**config.mk**
```make
export PLATFORM = sky130hd
export DESIGN_NAME = eeg_packet_raw_sample_parser
export DESIGN_NICKNAME = d
export VERILOG_FILES = /design/src/eegp_pkg.sv /design/src/eegp_in_stage.sv /design/src/eegp_parser.sv /design/src/eegp_out_stage.sv /design/src/eeg_packet_raw_sample_parser.sv
export SDC_FILE = /design/constraint.sdc
export NUM_CORES = 1
export LEC_CHECK = 0
export BUFFER_PORTS_ARGS = -buffer_cell sky130_fd_sc_hd__buf_4
export CAP_MARGIN = 20
export CORE_AREA = 4 4 88 90
export CTS_BUF_LIST = sky130_fd_sc_hd__clkbuf_16
export CTS_CLUSTER_DIAMETER = 150
export DETAILED_ROUTE_END_ITERATION = 16
export DIE_AREA = 0 0 92 94
export HOLD_SLACK_MARGIN = 0.1
export PLACE_DENSITY_LB_ADDON = 0.15
export SLEW_MARGIN = 20
export SYNTH_ARGS = -nofsm -noshare
export SYNTH_HDL_FRONTEND = slang
export SYNTH_SLANG_ARGS = --single-unit
export TNS_END_PERCENT = 1
```
**constraint.sdc**
```tcl
create_clock -name clk -period 3.1 [get_ports clk]
set_input_delay 0.155 -clock clk [delete_from_list [all_inputs] [get_ports clk]]
set_output_delay 0.155 -clock clk [all_outputs]
set_load 0.02 [all_outputs]
```
**src/eegp_pkg.sv**
```systemverilog
// Package: constants and shared types for the raw EEG sample parser.
`default_nettype none
package eegp_pkg;

  localparam logic [7:0] SYNC_BYTE   = 8'hAA;
  localparam logic [7:0] RAW_CODE    = 8'h80;
  localparam logic [7:0] RAW_LEN_MAX = 8'd2;

  typedef struct packed {
    logic               valid;
    logic signed [15:0] sample;
  } sample_t;

endpackage
`default_nettype wire

```
**src/eegp_in_stage.sv**
```systemverilog
// Input register stage: holds one received byte until the parser takes it.
`default_nettype none
module eegp_in_stage (
  input  wire logic       clk,
  input  wire logic       rst,
  input  wire logic       s_tvalid,
  output logic            s_tready,
  input  wire logic [7:0] s_tdata,   // [7:0] in_byte
  input  wire logic       take,
  output logic            in_valid,
  output logic [7:0]      in_byte
);
  import eegp_pkg::*;

  assign s_tready = !in_valid || take;

  always_ff @(posedge clk) begin
    if (rst) begin
      in_valid <= 1'b0;
    end else if (s_tready) begin
      in_valid <= s_tvalid;
    end
    if (s_tvalid && s_tready) begin
      in_byte <= s_tdata;
    end
  end

endmodule
`default_nettype wire

```
**src/eegp_parser.sv**
```systemverilog
// Packet parser: phase tracking and sample assembly, one byte per cycle while take is high.
`default_nettype none
module eegp_parser (
  input  wire logic       clk,
  input  wire logic       rst,
  input  wire logic       take,
  input  wire logic [7:0] in_byte,
  output eegp_pkg::sample_t result
);
  import eegp_pkg::*;

  typedef enum logic [2:0] {
    PH_SYNC1  = 3'd0,
    PH_SYNC2  = 3'd1,
    PH_LEN    = 3'd2,
    PH_CODE   = 3'd3,
    PH_RAWLEN = 3'd4,
    PH_DATA   = 3'd5,
    PH_CHECK  = 3'd6
  } phase_t;

  phase_t     phase, phase_next;
  logic [7:0] raw_remaining, raw_remaining_next;
  logic       high_byte_held, high_byte_held_next;
  logic [7:0] partial_sample, partial_sample_next;

  always_comb begin
    phase_next          = phase;
    raw_remaining_next  = raw_remaining;
    high_byte_held_next = high_byte_held;
    partial_sample_next = partial_sample;
    result.valid        = 1'b0;
    result.sample       = {partial_sample, in_byte};
    unique case (phase)
      PH_SYNC2: phase_next = (in_byte == SYNC_BYTE) ? PH_LEN : PH_SYNC1;
      PH_LEN: begin
        if (in_byte != SYNC_BYTE) begin
          phase_next = PH_CODE;
        end
      end
      PH_CODE: phase_next = (in_byte == RAW_CODE) ? PH_RAWLEN : PH_SYNC1;
      PH_RAWLEN: begin
        raw_remaining_next  = in_byte;
        high_byte_held_next = 1'b0;
        phase_next          = PH_DATA;
      end
      PH_DATA: begin
        if (raw_remaining > RAW_LEN_MAX || raw_remaining == 8'd0) begin
          phase_next = PH_SYNC1;
        end else begin
          if (!high_byte_held) begin
            partial_sample_next = in_byte;
            high_byte_held_next = 1'b1;
          end else begin
            result.valid        = 1'b1;
            high_byte_held_next = 1'b0;
          end
          raw_remaining_next = raw_remaining - 8'd1;
          if (raw_remaining == 8'd1) begin
            phase_next = PH_CHECK;
          end
        end
      end
      PH_CHECK: phase_next = PH_SYNC1;
      default: phase_next = (in_byte == SYNC_BYTE) ? PH_SYNC2 : PH_SYNC1;
    endcase
  end

  always_ff @(posedge clk) begin
    if (rst) begin
      phase          <= PH_SYNC1;
      raw_remaining  <= 8'd0;
      high_byte_held <= 1'b0;
      partial_sample <= 8'd0;
    end else if (take) begin
      phase          <= phase_next;
      raw_remaining  <= raw_remaining_next;
      high_byte_held <= high_byte_held_next;
      partial_sample <= partial_sample_next;
    end
  end

endmodule
`default_nettype wire

```
**src/eegp_out_stage.sv**
```systemverilog
// Result register: holds one finished sample until the receiver takes it.
`default_nettype none
module eegp_out_stage (
  input  wire logic              clk,
  input  wire logic              rst,
  input  wire logic              take,
  input  wire eegp_pkg::sample_t result,
  output logic                   can_load,
  output logic                   m_tvalid,
  input  wire logic              m_tready,
  output logic [15:0]            m_tdata   // [15:0] eeg_sample
);
  import eegp_pkg::*;

  assign can_load = !m_tvalid || m_tready;

  always_ff @(posedge clk) begin
    if (rst) begin
      m_tvalid <= 1'b0;
    end else if (take) begin
      m_tvalid <= result.valid;
    end else if (m_tready) begin
      m_tvalid <= 1'b0;
    end
    if (take && result.valid) begin
      m_tdata <= result.sample;
    end
  end

endmodule
`default_nettype wire

```
**src/eeg_packet_raw_sample_parser.sv**
```systemverilog
// Top level of the raw EEG sample parser.
// Usage:
//   s_* carries one received serial byte per item (s_tdata[7:0]).
//   m_* carries one signed 16-bit raw EEG sample per item (m_tdata[15:0]),
//   assembled high byte first from the data bytes of a raw-EEG packet.
//   Sync, length, code, raw length and checksum bytes produce no item.
// Path: a byte accepted into the input register is parsed combinationally
//   when taken; a sample it completes is then loaded into the result register.
// Throughput: one byte per cycle while the result register can load; the
//   phase is updated between the input register and the result register.
// Reset (rst, synchronous): both stages empty, parser back to hunting for
//   the first sync byte, no held high byte.
// Stall: while a sample waits on m_tready, the parser holds; the input
//   register takes at most one more byte, then s_tready stays low until
//   the result register is drained.
`default_nettype none
module eeg_packet_raw_sample_parser (
  input  wire logic        clk,
  input  wire logic        rst,
  input  wire logic        s_tvalid,
  output logic             s_tready,
  input  wire logic [7:0]  s_tdata,   // [7:0] in_byte
  output logic             m_tvalid,
  input  wire logic        m_tready,
  output logic [15:0]      m_tdata    // [15:0] eeg_sample
);
  import eegp_pkg::*;

  logic       in_valid;
  logic [7:0] in_byte;
  logic       can_load;
  logic       take;
  sample_t    result;

  assign take = in_valid && can_load;

  eegp_in_stage u_in (
    .clk      (clk),
    .rst      (rst),
    .s_tvalid (s_tvalid),
    .s_tready (s_tready),
    .s_tdata  (s_tdata),
    .take     (take),
    .in_valid (in_valid),
    .in_byte  (in_byte)
  );

  eegp_parser u_parse (
    .clk     (clk),
    .rst     (rst),
    .take    (take),
    .in_byte (in_byte),
    .result  (result)
  );

  eegp_out_stage u_out (
    .clk      (clk),
    .rst      (rst),
    .take     (take),
    .result   (result),
    .can_load (can_load),
    .m_tvalid (m_tvalid),
    .m_tready (m_tready),
    .m_tdata  (m_tdata)
  );

`ifndef SYNTHESIS
  a_out_after_take: assert property (@(posedge clk) disable iff (rst)
    $rose(m_tvalid) |-> $past(take))
    else $error("sample appeared without a parsed byte");

  a_reset_empty: assert property (@(posedge clk)
    $past(rst) |-> (!m_tvalid && !in_valid))
    else $error("stages not empty after reset");

  a_accept_fills: assert property (@(posedge clk) disable iff (rst)
    (s_tvalid && s_tready) |=> in_valid)
    else $error("accepted byte lost");

  a_no_take_when_blocked: assert property (@(posedge clk) disable iff (rst)
    (m_tvalid && !m_tready) |-> !take)
    else $error("parser advanced while result stalled");
`endif

endmodule
`default_nettype wire
```
==> key figures, run 1 <==
Global route
  • Global-route wire length before repair: 8.05 mm
  • Global-route total usage across every layer: 12.1%
  • Global routing met1 resource utilization: 16.2%
  • Number of antenna violations at the first check in global routing: 0
  • Busiest layer in global routing: met2
  • Maximum number of pins on one net before global-route repair: 27
  • GRT overflow: 0
  • Via count of the first global-routing pass: 1515
  • Met2 GRT Util: 19.3%
  • Met3 track demand over resource in global routing: 2.88%

Routing
  • Routed via count divided by cell count: 4.70
  • Total routed wirelength: 4.84 mm
  • Overall via count from detail_route: 1484
  • WL/cell: between 15 and 20 um
  • TritonRoute pass-1 iters: 4
  • First-iteration detailed-routing DRC count: 94
  • Drc violations: 0
  • Final ANT Viol Nets: 0

Synthesis
  • Synthesized instance count: 181
  • Synthesized net count: 197
  • Yosys top cell area share: 34.5%
  • Distinct cell type count after synthesis: 50
  • Yosys top cell by area: sky130_fd_sc_hd__edfxtp_1
  • EDFF count, synth: 24
  • Top_reg_cell synth: sky130_fd_sc_hd__edfxtp_1
  • Proportion of register bits with asynchronous set or reset after synthesis: 0%
  • Syn. warnings: 0
  • Main area contributors after synthesis: sky130_fd_sc_hd__edfxtp_1 34%, sky130_fd_sc_hd__dfxtp_1 21%, sky130_fd_sc_hd__nand2_1 4.7%, sky130_fd_sc_hd__mux2i_1 3.8%, sky130_fd_sc_hd__ha_1 2.4%
  • Syn Area/Cell: 11.6 um^2
  • Cell area after technology mapping: 2090 um^2
  • Post-synthesis sequential area ratio: 55.5%
  • Flip-flop and latch count after synthesis: 46

Setup path
  • Endpoint type of the worst setup path: flop
  • Crit path launch type: flop
  • Worst reg-to-reg setup slack: 0.83 ns
  • Data required time at the worst endpoint: 3.01 ns
  • Arrival time of the worst setup path: around 2.2 ns
  • Maximum fanout along the worst path: 16
  • Critical Setup Path Class: reg2reg

Die
  • Chip Width: 92 um
  • Effective utilization at floorplan: 29.6%
  • Die Y-Extent: 94 um
  • Core area: slightly above 7000 um^2
  • Floorplan row count: 31
  • IO Pins: 30
  • Die ar.: 8650 um^2

Power and ir drop
  • Static leakage: 0.000927 uW
  • Worst ir drop on vdd: 0.000267 V
  • PnR Total Power: 1240 uW
  • Power density over cell area: 477 nW/um^2

STA
  • Actual slew at the worst max-slew pin: 0.733 ns
  • Fin. max-slew vios: 0
  • Count of final setup violators: 0
  • Setup slack of the critical path after layout: between 0.8 and 0.9 ns
  • Shortest clock period the worst path allows after layout: 2.27 ns
  • Tcrit/Tclk final: 73.2%
  • Setup repair after global routing missed its margin: no
  • Hold violation count in the final report: 0
  • Setup TNS: 0 ns
  • Maximum clock rate: 441 MHz
  • Headroom to the max-slew limit: between 50 and 60%
  • Final worst clock skew: about 0.005 ns

Clocking
  • CTS clock-pin slew for the worst setup and hold paths: 0.06 ns
  • Clock root cell: sky130_fd_sc_hd__clkbuf_16
  • Deepest clock path buffer count: 2
  • Sink count of the clock tree: 46
  • TritonCTS clock tree: done
  • Number of buffers created by CTS: 5
  • Gates resized, CTS repair: 0
  • Insertion delay of the later-clocked pin in the worst-skew pair: 0.28 ns
  • Number of buffers added for setup after CTS: 0
  • CTS HTree Levels: 2

Cells and area
  • Synth-to-layout area growth: 24.5%
  • Net count, final: 232
  • Most common cell after layout, fill and taps aside: sky130_fd_sc_hd__buf_4
  • FILL cells: 728
  • Area taken by multi-input logic gates: 848 um^2
  • Diodes inserted: 0
  • Commonest cells after routing, fill and taps aside: 29 x sky130_fd_sc_hd__buf_4, 26 x sky130_fd_sc_hd__nand2_1, 24 x sky130_fd_sc_hd__edfxtp_1
  • Layout cells sized above 1: 20.7%
  • Register area: 1160 um^2
  • Final cell utilization of the core: 36.9%

Placement
  • HPWL after detailed placement: around 3.3 mm
  • Final GP Congestion: slightly below 0.8
  • Buffers on Ports: 29
  • Post-placement worst setup slack: 0.810 ns

Run
  • Max-cap violations: 0

Hold path
  • Class of the tightest hold or removal check: in2reg

Status
  • Result of the run: finished, final reports clean
[synth_stat cells, types with 4 or more instances]
library cell               count
sky130_fd_sc_hd__inv_1         4
sky130_fd_sc_hd__nand2b_1      5
sky130_fd_sc_hd__a21oi_1       8
sky130_fd_sc_hd__ha_1          4
sky130_fd_sc_hd__clkbuf_1      5
sky130_fd_sc_hd__edfxtp_1     24
sky130_fd_sc_hd__mux2i_1       8
sky130_fd_sc_hd__nand2_1      26
sky130_fd_sc_hd__and2_1        4
sky130_fd_sc_hd__o32ai_1       4
sky130_fd_sc_hd__nand4_1       6
sky130_fd_sc_hd__nor2_1        9
sky130_fd_sc_hd__dfxtp_1      22
[critical path, cell delays in order, from the launching register on]
cell	delay (ns)
sky130_fd_sc_hd__dfxtp_1	0.39
sky130_fd_sc_hd__inv_1	0.13
sky130_fd_sc_hd__ha_1	0.21
sky130_fd_sc_hd__nor2_1	0.25
sky130_fd_sc_hd__and4_1	0.25
sky130_fd_sc_hd__and4_1	0.66
[routing by layer]
| layer | part of all wire (%) | vias up | wire length [um] |
|---|---|---|---|
| met3 | 3.0 | 4 | 145 |
| li1 | - | 748 | - |
| met2 | 47 | 27 | 2260 |
| met5 | 0 | - | 0 |
| met4 | 1.3 | 0 | 63 |
| met1 | 49 | 705 | 2370 |
[where the power goes]
part | total, uW | internal [uW] | switching (uW)
logic | 55.9 | 28.5 | 27.4
registers | 664 | 647 | 16.9
clock network | 520 | 296 | 224
[path summary, 6_finish.rpt]
path	end	startpoint	cells after the start
setup / recovery	u_out.m_tdata[13]$_DFFE_PP_	u_parse.raw_remaining[0]$_SDFFE_PP0P_	5
hold / removal	u_parse.raw_remaining[1]$_SDFFE_PP0P_	rst	2
hold reg to reg	u_out.m_tdata[14]$_DFFE_PP_	u_parse.partial_sample[6]$_SDFFE_PP0P_	0
setup reg to reg	u_out.m_tdata[13]$_DFFE_PP_	u_parse.raw_remaining[0]$_SDFFE_PP0P_	5
[metrics by stage]
step                hold slack [ns]  cell area (um^2)  instances
finish                        0.147              2600        316
CTS                           0.144              2600        316
global route                  0.158              2600        316
detailed placement            0.336              2370        299
global placement              0.334              2370        299
floorplan                     0.254              2090        181
[what timing repair did]
| action | in CTS | in global routing |
|---|---|---|
| endpoints found under the setup margin | 0 | 0 |
| hold endpoints to repair | 9 | 0 |
| hold buffers | 9 | 0 |
[kinds of logic after synthesis]
kind of cell / Yosys count / synth area share [%]
simple gates: 76 / 21.7
flops: 46 / 55.5
compound gates: 32 / 12.7
buf+inv: 15 / 3.89
mux: 8 / 3.83
fa+ha+maj: 4 / 2.39
[layout make-up]
| cell class | count | area share (%) |
|---|---|---|
| multi-input combinational | 120 | 32.6 |
| clock inverter | 3 | 0.673 |
| inverter | 5 | 0.721 |
| clock buffer | 5 | 4.81 |
| sequential | 46 | 44.6 |
| timing repair buffer | 38 | 11.8 |
| tap | 99 | 4.76 |
[registers in the layout, indices dropped and copies added, names as in the netlist]
name / count
u_parse.high_byte_held: 1
u_in.in_byte: 8
u_out.m_tdata: 16
u_out.m_tvalid: 1
u_parse.phase: 3
u_in.in_valid: 1
u_parse.partial_sample: 8
u_parse.raw_remaining: 8
No activity file was read; power rests on OpenSTA's default activity.
==> run 2: changes to the inputs <==
- clock period: 3.1 -> 2.1 ns (I/O delays scaled with it)
==> run 2 against run 1 <==
Combinational power grew 72%. Die area is the same. Clock-buffer cell count is the same. Fmax grew 16%. Core utilization grew 1.0 points. Critical path type unchanged. Largest power group unchanged.
==> key figures, run 2 (same netlist as run 1, synthesis figures left out) <==
STA
  • Setup repair after global routing missed its margin: no
  • Setup TNS: 0 ns
  • Hold violation count in the final report: 0
  • Maximum clock rate: 509 MHz
  • Tcrit/Tclk final: between 90 and 100%
  • Shortest clock period the worst path allows after layout: between 1.5 and 2 ns
  • Count of final setup violators: 0
  • Fin. max-slew vios: 0
  • Headroom to the max-slew limit: between 70 and 80%
  • Actual slew at the worst max-slew pin: just over 0.4 ns
  • Final worst clock skew: 0.00354 ns

Hold path
  • Class of the tightest hold or removal check: in2reg

Setup path
  • Peak per-stage delay on the critical path: 0.40 ns
  • Arrival time of the worst setup path: 1.96 ns
  • Slowest cell on crit path: sky130_fd_sc_hd__dfxtp_1
  • Critical register-to-register path endpoint: u_out.m_tdata[14]$_DFFE_PP_
  • Capturing instance or port of the critical path: u_out.m_tdata[14]$_DFFE_PP_
  • Critical Setup Path Class: reg2reg
  • Crit path launch type: flop
  • Cell with the most instances on the worst path: sky130_fd_sc_hd__and4_1
  • Data required time at the worst endpoint: roughly 2.1 ns
  • Critical path startpoint: u_parse.raw_remaining[0]$_SDFFE_PP0P_
  • Depth of the most critical reg-to-reg path: 6
  • Endpoint type of the worst setup path: flop
  • List of cells traversed by the critical path: inv_1 > ha_1 > nor2_1 > and4_1 > and4_1 > buf_12
  • Worst reg-to-reg setup slack: 0.14 ns
  • Maximum fanout along the worst path: 16
  • FF-to-FF Start: u_parse.raw_remaining[0]$_SDFFE_PP0P_

Die
  • Die Y-Extent: 94 um
  • Effective utilization at floorplan: 29.6%
  • Chip Width: 92 um
  • Die ar.: 8650 um^2
  • Core area: 7060 um^2
  • IO Pins: 30
  • Floorplan row count: 31

Placement
  • HPWL after detailed placement: about 3.5 mm
  • Total instance count after detailed placement: 307
  • Placed cell areas: 2440 um^2
  • Buffers on Ports: 29
  • Final GP Congestion: 0.759

Power and ir drop
  • Worst ir drop on vdd: around 0.00035 V
  • Static leakage: 0.000970 uW
  • Power density over cell area: between 600 and 700 nW/um^2

Global route
  • Number of antenna violations at the first check in global routing: 0
  • Global-route wire length before repair: 8.14 mm
  • Via count of the first global-routing pass: 1562
  • GRT overflow: 0
  • Maximum number of pins on one net before global-route repair: 23
  • Global-route total usage across every layer: 12.2%

Cells and area
  • Register area: 1160 um^2
  • Synth-to-layout area growth: 27.9%
  • Most common cell after layout, fill and taps aside: sky130_fd_sc_hd__buf_4
  • FILL cells: 746
  • Commonest cells after routing, fill and taps aside: 36 x sky130_fd_sc_hd__buf_4, 26 x sky130_fd_sc_hd__nand2_1, 24 x sky130_fd_sc_hd__edfxtp_1
  • Area taken by multi-input logic gates: 848 um^2
  • Layout cells sized above 1: 23.1%
  • Number of flip-flops under the largest register name: 16
  • Largest Register: u_out.m_tdata
  • Net count, final: 240
  • Diodes inserted: 0
  • Final standard cell count with taps included and fillers excluded: 324
  • Final design instance area without fill: 2670 um^2

Routing
  • Routed via count divided by cell count: approximately 4.7
  • WL/cell: 15.2 um
  • Total routed wirelength: 4.91 mm
  • Final ANT Viol Nets: 0
  • Overall via count from detail_route: 1536
  • TritonRoute pass-1 iters: 4
  • Drc violations: 0
  • First-iteration detailed-routing DRC count: 65

Clocking
  • TritonCTS clock tree: done
  • Number of buffers created by CTS: 5
  • Clock root cell: sky130_fd_sc_hd__clkbuf_16
  • Quantity of hold-fixing buffers added after cts: 9
  • Sink count of the clock tree: 46
  • Number of buffers added for setup after CTS: 0
  • Gates resized, CTS repair: 0
  • CTS HTree Levels: 2
  • CTS clock-pin slew for the worst setup and hold paths: 0.06 ns
  • Deepest clock path buffer count: 2
  • Insertion delay of the later-clocked pin in the worst-skew pair: 0.28 ns

Run
  • Max-cap violations: 0

Status
  • Result of the run: finished, final reports clean
-- run 2: area by class of cell --
type,count,area share [%]
well taps,99,4.63
flip-flops and latches,46,43.4
clock inverters,3,0.608
inverters,5,0.702
repair buffers,46,14.2
multi-input cells,120,31.7
clock buffers,5,4.68
-- run 2: how the worst min path moves through the flow --
stage,end,cells after the start,slack (ns),from
after CTS,u_parse.phase[0]$_SDFFE_PP0P_,2,0.11,rst
after global placement,u_in.in_byte[1]$_DFFE_PP_,1,0.28,s_tdata[1]
after floorplan,u_in.in_byte[0]$_DFFE_PP_,0,0.20,s_tdata[0]
final,u_parse.phase[0]$_SDFFE_PP0P_,2,0.11,rst
after detailed placement,u_in.in_byte[0]$_DFFE_PP_,1,0.28,s_tdata[0]
after global routing,u_parse.phase[0]$_SDFFE_PP0P_,2,0.13,rst
-- run 2: routing by layer --
metal  global-route usage [%]  vias to the layer above  wire, um
met2                     19.4                       22      2300
li1                         -                      766         -
met3                     2.64                        4       134
met4                     3.71                        0        46
met5                        0                        -         0
met1                     16.7                      744      2430
-- run 2: stage by stage --
step	setup slack, ns	total power, uW	utilization, %	hold WS, ns
after floorplan	0.0911	1040	-	0.204
after global placement	0.204	1080	34.6	0.284
after detailed placement	0.167	1080	34.6	0.285
after CTS	0.148	1860	37.9	0.107
after global routing	0.00976	1900	37.9	0.129
final	0.135	1840	37.9	0.111
-- run 2: worst max-delay path, delay by kind of cell (launching register included) --
kind / cells / cell delay [ns]
flip-flops: 1 / 0.40
adder cells (fa/ha/maj): 1 / 0.21
buffers and inverters: 2 / 0.30
AND/OR/NAND/NOR: 3 / 0.77
-- run 2: power by group --
group	leakage (uW)	total [uW]	switching, uW	internal (uW)
Clock	0.0000730	767	329	437
Sequential	0.000421	974	18.9	956
Combinational	0.000476	96.1	48.1	48.0
Total	0.000970	1840	397	1440
==> run 3: changes to the inputs <==
- CORE_AREA: 4 4 88 90 -> 4 4 67 69
- DIE_AREA: 0 0 92 94 -> 0 0 71 73
==> run 3 against run 2 <==
First-iteration DRC count is 11% higher. Combinational power is 15% lower. Die area is 40% lower. Routed wire length is 12% lower. Global-route usage is 6.0 points higher. Clock skew is 0.0042 ns higher. Sequential share of layout area is 1.5 points higher. Sequential power is 0.4% higher. Fmax is 2.2% higher. Largest cell class unchanged. Largest power group unchanged.
==> key figures, run 3 (same netlist as run 1, synthesis figures left out) <==
Status
  • Result of the run: finished, final reports clean

STA
  • Setup repair after global routing missed its margin: no
  • Tcrit/Tclk final: 91.6%
  • Maximum clock rate: 520 MHz
  • Fin. max-slew vios: 0
  • Setup slack of the critical path after layout: 0.177 ns
  • Actual slew at the worst max-slew pin: 0.665 ns
  • Setup TNS: 0 ns
  • Shortest clock period the worst path allows after layout: 1.92 ns
  • Count of final setup violators: 0
  • Headroom to the max-slew limit: 55.4%
  • Final worst clock skew: ~0.0077 ns
  • Hold violation count in the final report: 0

Cells and area
  • Largest Register: u_out.m_tdata
  • Most common cell after layout, fill and taps aside: sky130_fd_sc_hd__buf_4
  • Layout cells sized above 1: about 23%
  • Diodes inserted: 0
  • Net count, final: 237
  • Number of flip-flops under the largest register name: 16
  • Commonest cells after routing, fill and taps aside: 33 x sky130_fd_sc_hd__buf_4, 26 x sky130_fd_sc_hd__nand2_1, 24 x sky130_fd_sc_hd__edfxtp_1
  • Synth-to-layout area growth: 23.5%

Setup path
  • Data required time at the worst endpoint: 2.08 ns
  • Cell with the most instances on the worst path: sky130_fd_sc_hd__and4_1
  • Arrival time of the worst setup path: roughly 1.9 ns
  • Maximum fanout along the worst path: 11
  • Critical path startpoint: u_parse.raw_remaining[0]$_SDFFE_PP0P_
  • Critical Setup Path Class: reg2reg
  • Critical register-to-register path endpoint: u_out.m_tdata[10]$_DFFE_PP_
  • FF-to-FF Start: u_parse.raw_remaining[0]$_SDFFE_PP0P_
  • Depth of the most critical reg-to-reg path: 6
  • Peak per-stage delay on the critical path: around 0.39 ns
  • Slowest cell on crit path: sky130_fd_sc_hd__dfxtp_1
  • Endpoint type of the worst setup path: flop
  • Worst reg-to-reg setup slack: ~0.18 ns
  • Capturing instance or port of the critical path: u_out.m_tdata[10]$_DFFE_PP_
  • Crit path launch type: flop
  • List of cells traversed by the critical path: inv_1 > ha_1 > nor2_2 > and4_1 > and4_1 > buf_4

Power and ir drop
  • Part of the total power dissipated in the clock network: 41.6%
  • Static leakage: around 0.00094 uW
  • Internal power of the cells: 1430 uW
  • Switching power: 380 uW
  • Sequential cell fraction of total power: 53.9%
  • Switching share of power: about a fifth
  • Combinational fraction of design power: 4.5%
  • Power density over cell area: ~700 nW/um^2
  • Worst ir drop on vdd: 0.000420 V

Die
  • IO Pins: 30
  • Die Y-Extent: approximately 73 um
  • Chip Width: 71 um
  • Die ar.: around 5200 um^2
  • Floorplan row count: 23
  • Core area: 3910 um^2
  • Effective utilization at floorplan: 53.4%

Routing
  • Routed via count divided by cell count: 5.75
  • WL/cell: ~16 um
  • TritonRoute pass-1 iters: 4
  • Drc violations: 0
  • First-iteration detailed-routing DRC count: 72
  • Overall via count from detail_route: 1563
  • Final ANT Viol Nets: 0
  • Total routed wirelength: 4.35 mm

Placement
  • Final GP Congestion: 0.949
  • Buffers on Ports: 29
  • HPWL after detailed placement: 3.06 mm
  • Post-placement worst setup slack: between 0.1 and 0.15 ns

Clocking
  • Clock root cell: sky130_fd_sc_hd__clkbuf_16
  • Sink count of the clock tree: 46
  • TritonCTS clock tree: done
  • Insertion delay of the later-clocked pin in the worst-skew pair: 0.28 ns
  • Deepest clock path buffer count: 2
  • CTS HTree Levels: 2
  • Number of buffers created by CTS: 5
  • CTS clock-pin slew for the worst setup and hold paths: approximately 0.060 ns
  • Number of buffers added for setup after CTS: 0

Global route
  • Global-route total usage across every layer: 18.3%
  • Number of antenna violations at the first check in global routing: 0
  • GRT overflow: 0
  • Global-route wire length before repair: 7.30 mm
  • Via count of the first global-routing pass: 1516
  • Maximum number of pins on one net before global-route repair: 27

Hold path
  • Cell depth of the worst min-delay path: 4
  • Class of the tightest hold or removal check: in2reg
  • Launch instance of the worst min-delay path: m_tready

Run
  • Max-cap violations: 0
run 3: how the worst min path moves through the flow:
stage | end | slack [ns]
after global placement | u_in.in_byte[1]$_DFFE_PP_ | 0.28
after detailed placement | u_in.in_byte[1]$_DFFE_PP_ | 0.28
final | u_in.in_valid$_SDFFE_PP0N_ | 0.17
after global routing | u_in.in_valid$_SDFFE_PP0N_ | 0.20
after CTS | u_out.m_tvalid$_SDFFE_PP0P_ | 0.17
after floorplan | u_in.in_byte[0]$_DFFE_PP_ | 0.20
run 3: layout make-up:
| type | instances | area [um^2] |
|---|---|---|
| clock inverters | 3 | 16.3 |
| inverters | 5 | 18.8 |
| multi-input cells | 120 | 851 |
| clock buffers | 5 | 125 |
| repair buffers | 43 | 348 |
| well taps | 50 | 62.6 |
| flip-flops and latches | 46 | 1160 |
| fillers | 314 | 1330 |
run 3: stage by stage:
stage | util, % | area, um^2 | power, uW | cells | hold WS, ns
floorplan | - | 2090 | 1040 | 181 | 0.204
global placement | 59.8 | 2340 | 1060 | 254 | 0.283
detailed placement | 59.8 | 2340 | 1060 | 254 | 0.284
CTS | 65.9 | 2580 | 1830 | 272 | 0.171
global route | 66.0 | 2580 | 1890 | 272 | 0.202
finish | 66.0 | 2580 | 1810 | 272 | 0.173
run 3: critical path: cells and delay by family (launching register included):
kind / cells / cell delay [ns]
fa+ha+maj: 1 / 0.23
buf+inv: 2 / 0.33
flops: 1 / 0.39
simple gates: 3 / 0.67
run 3: metal layers:
metal  vias to the layer above  global-route usage [%]  part of all wire, %  wire, um
met5                         -                       0                    0         0
li1                        758                       -                    -         -
met4                         0                    8.35                  2.2        96
met1                       748                    23.5                   43      1890
met3                         9                    4.13                  5.8       253
met2                        48                    29.5                   48      2110
run 3: repair_timing:
item / CTS / global route
endpoints found under the setup margin: 0 / 8
gates resized for setup: 0 / 1
hold endpoints to repair: 10 / 0
hold buffers: 10 / 0
run 3: power groups by stage:
stage | Clock, uW | Sequential (uW) | Combinational [uW]
2_1_floorplan | 0 | 985 | 51.2
3_3_place_gp | 0 | 997 | 65.8
3_5_place_dp | 0 | 996 | 67.5
4_1_cts | 765 | 977 | 82.8
5_1_grt | 821 | 979 | 91.1
6_report | 753 | 978 | 82.0
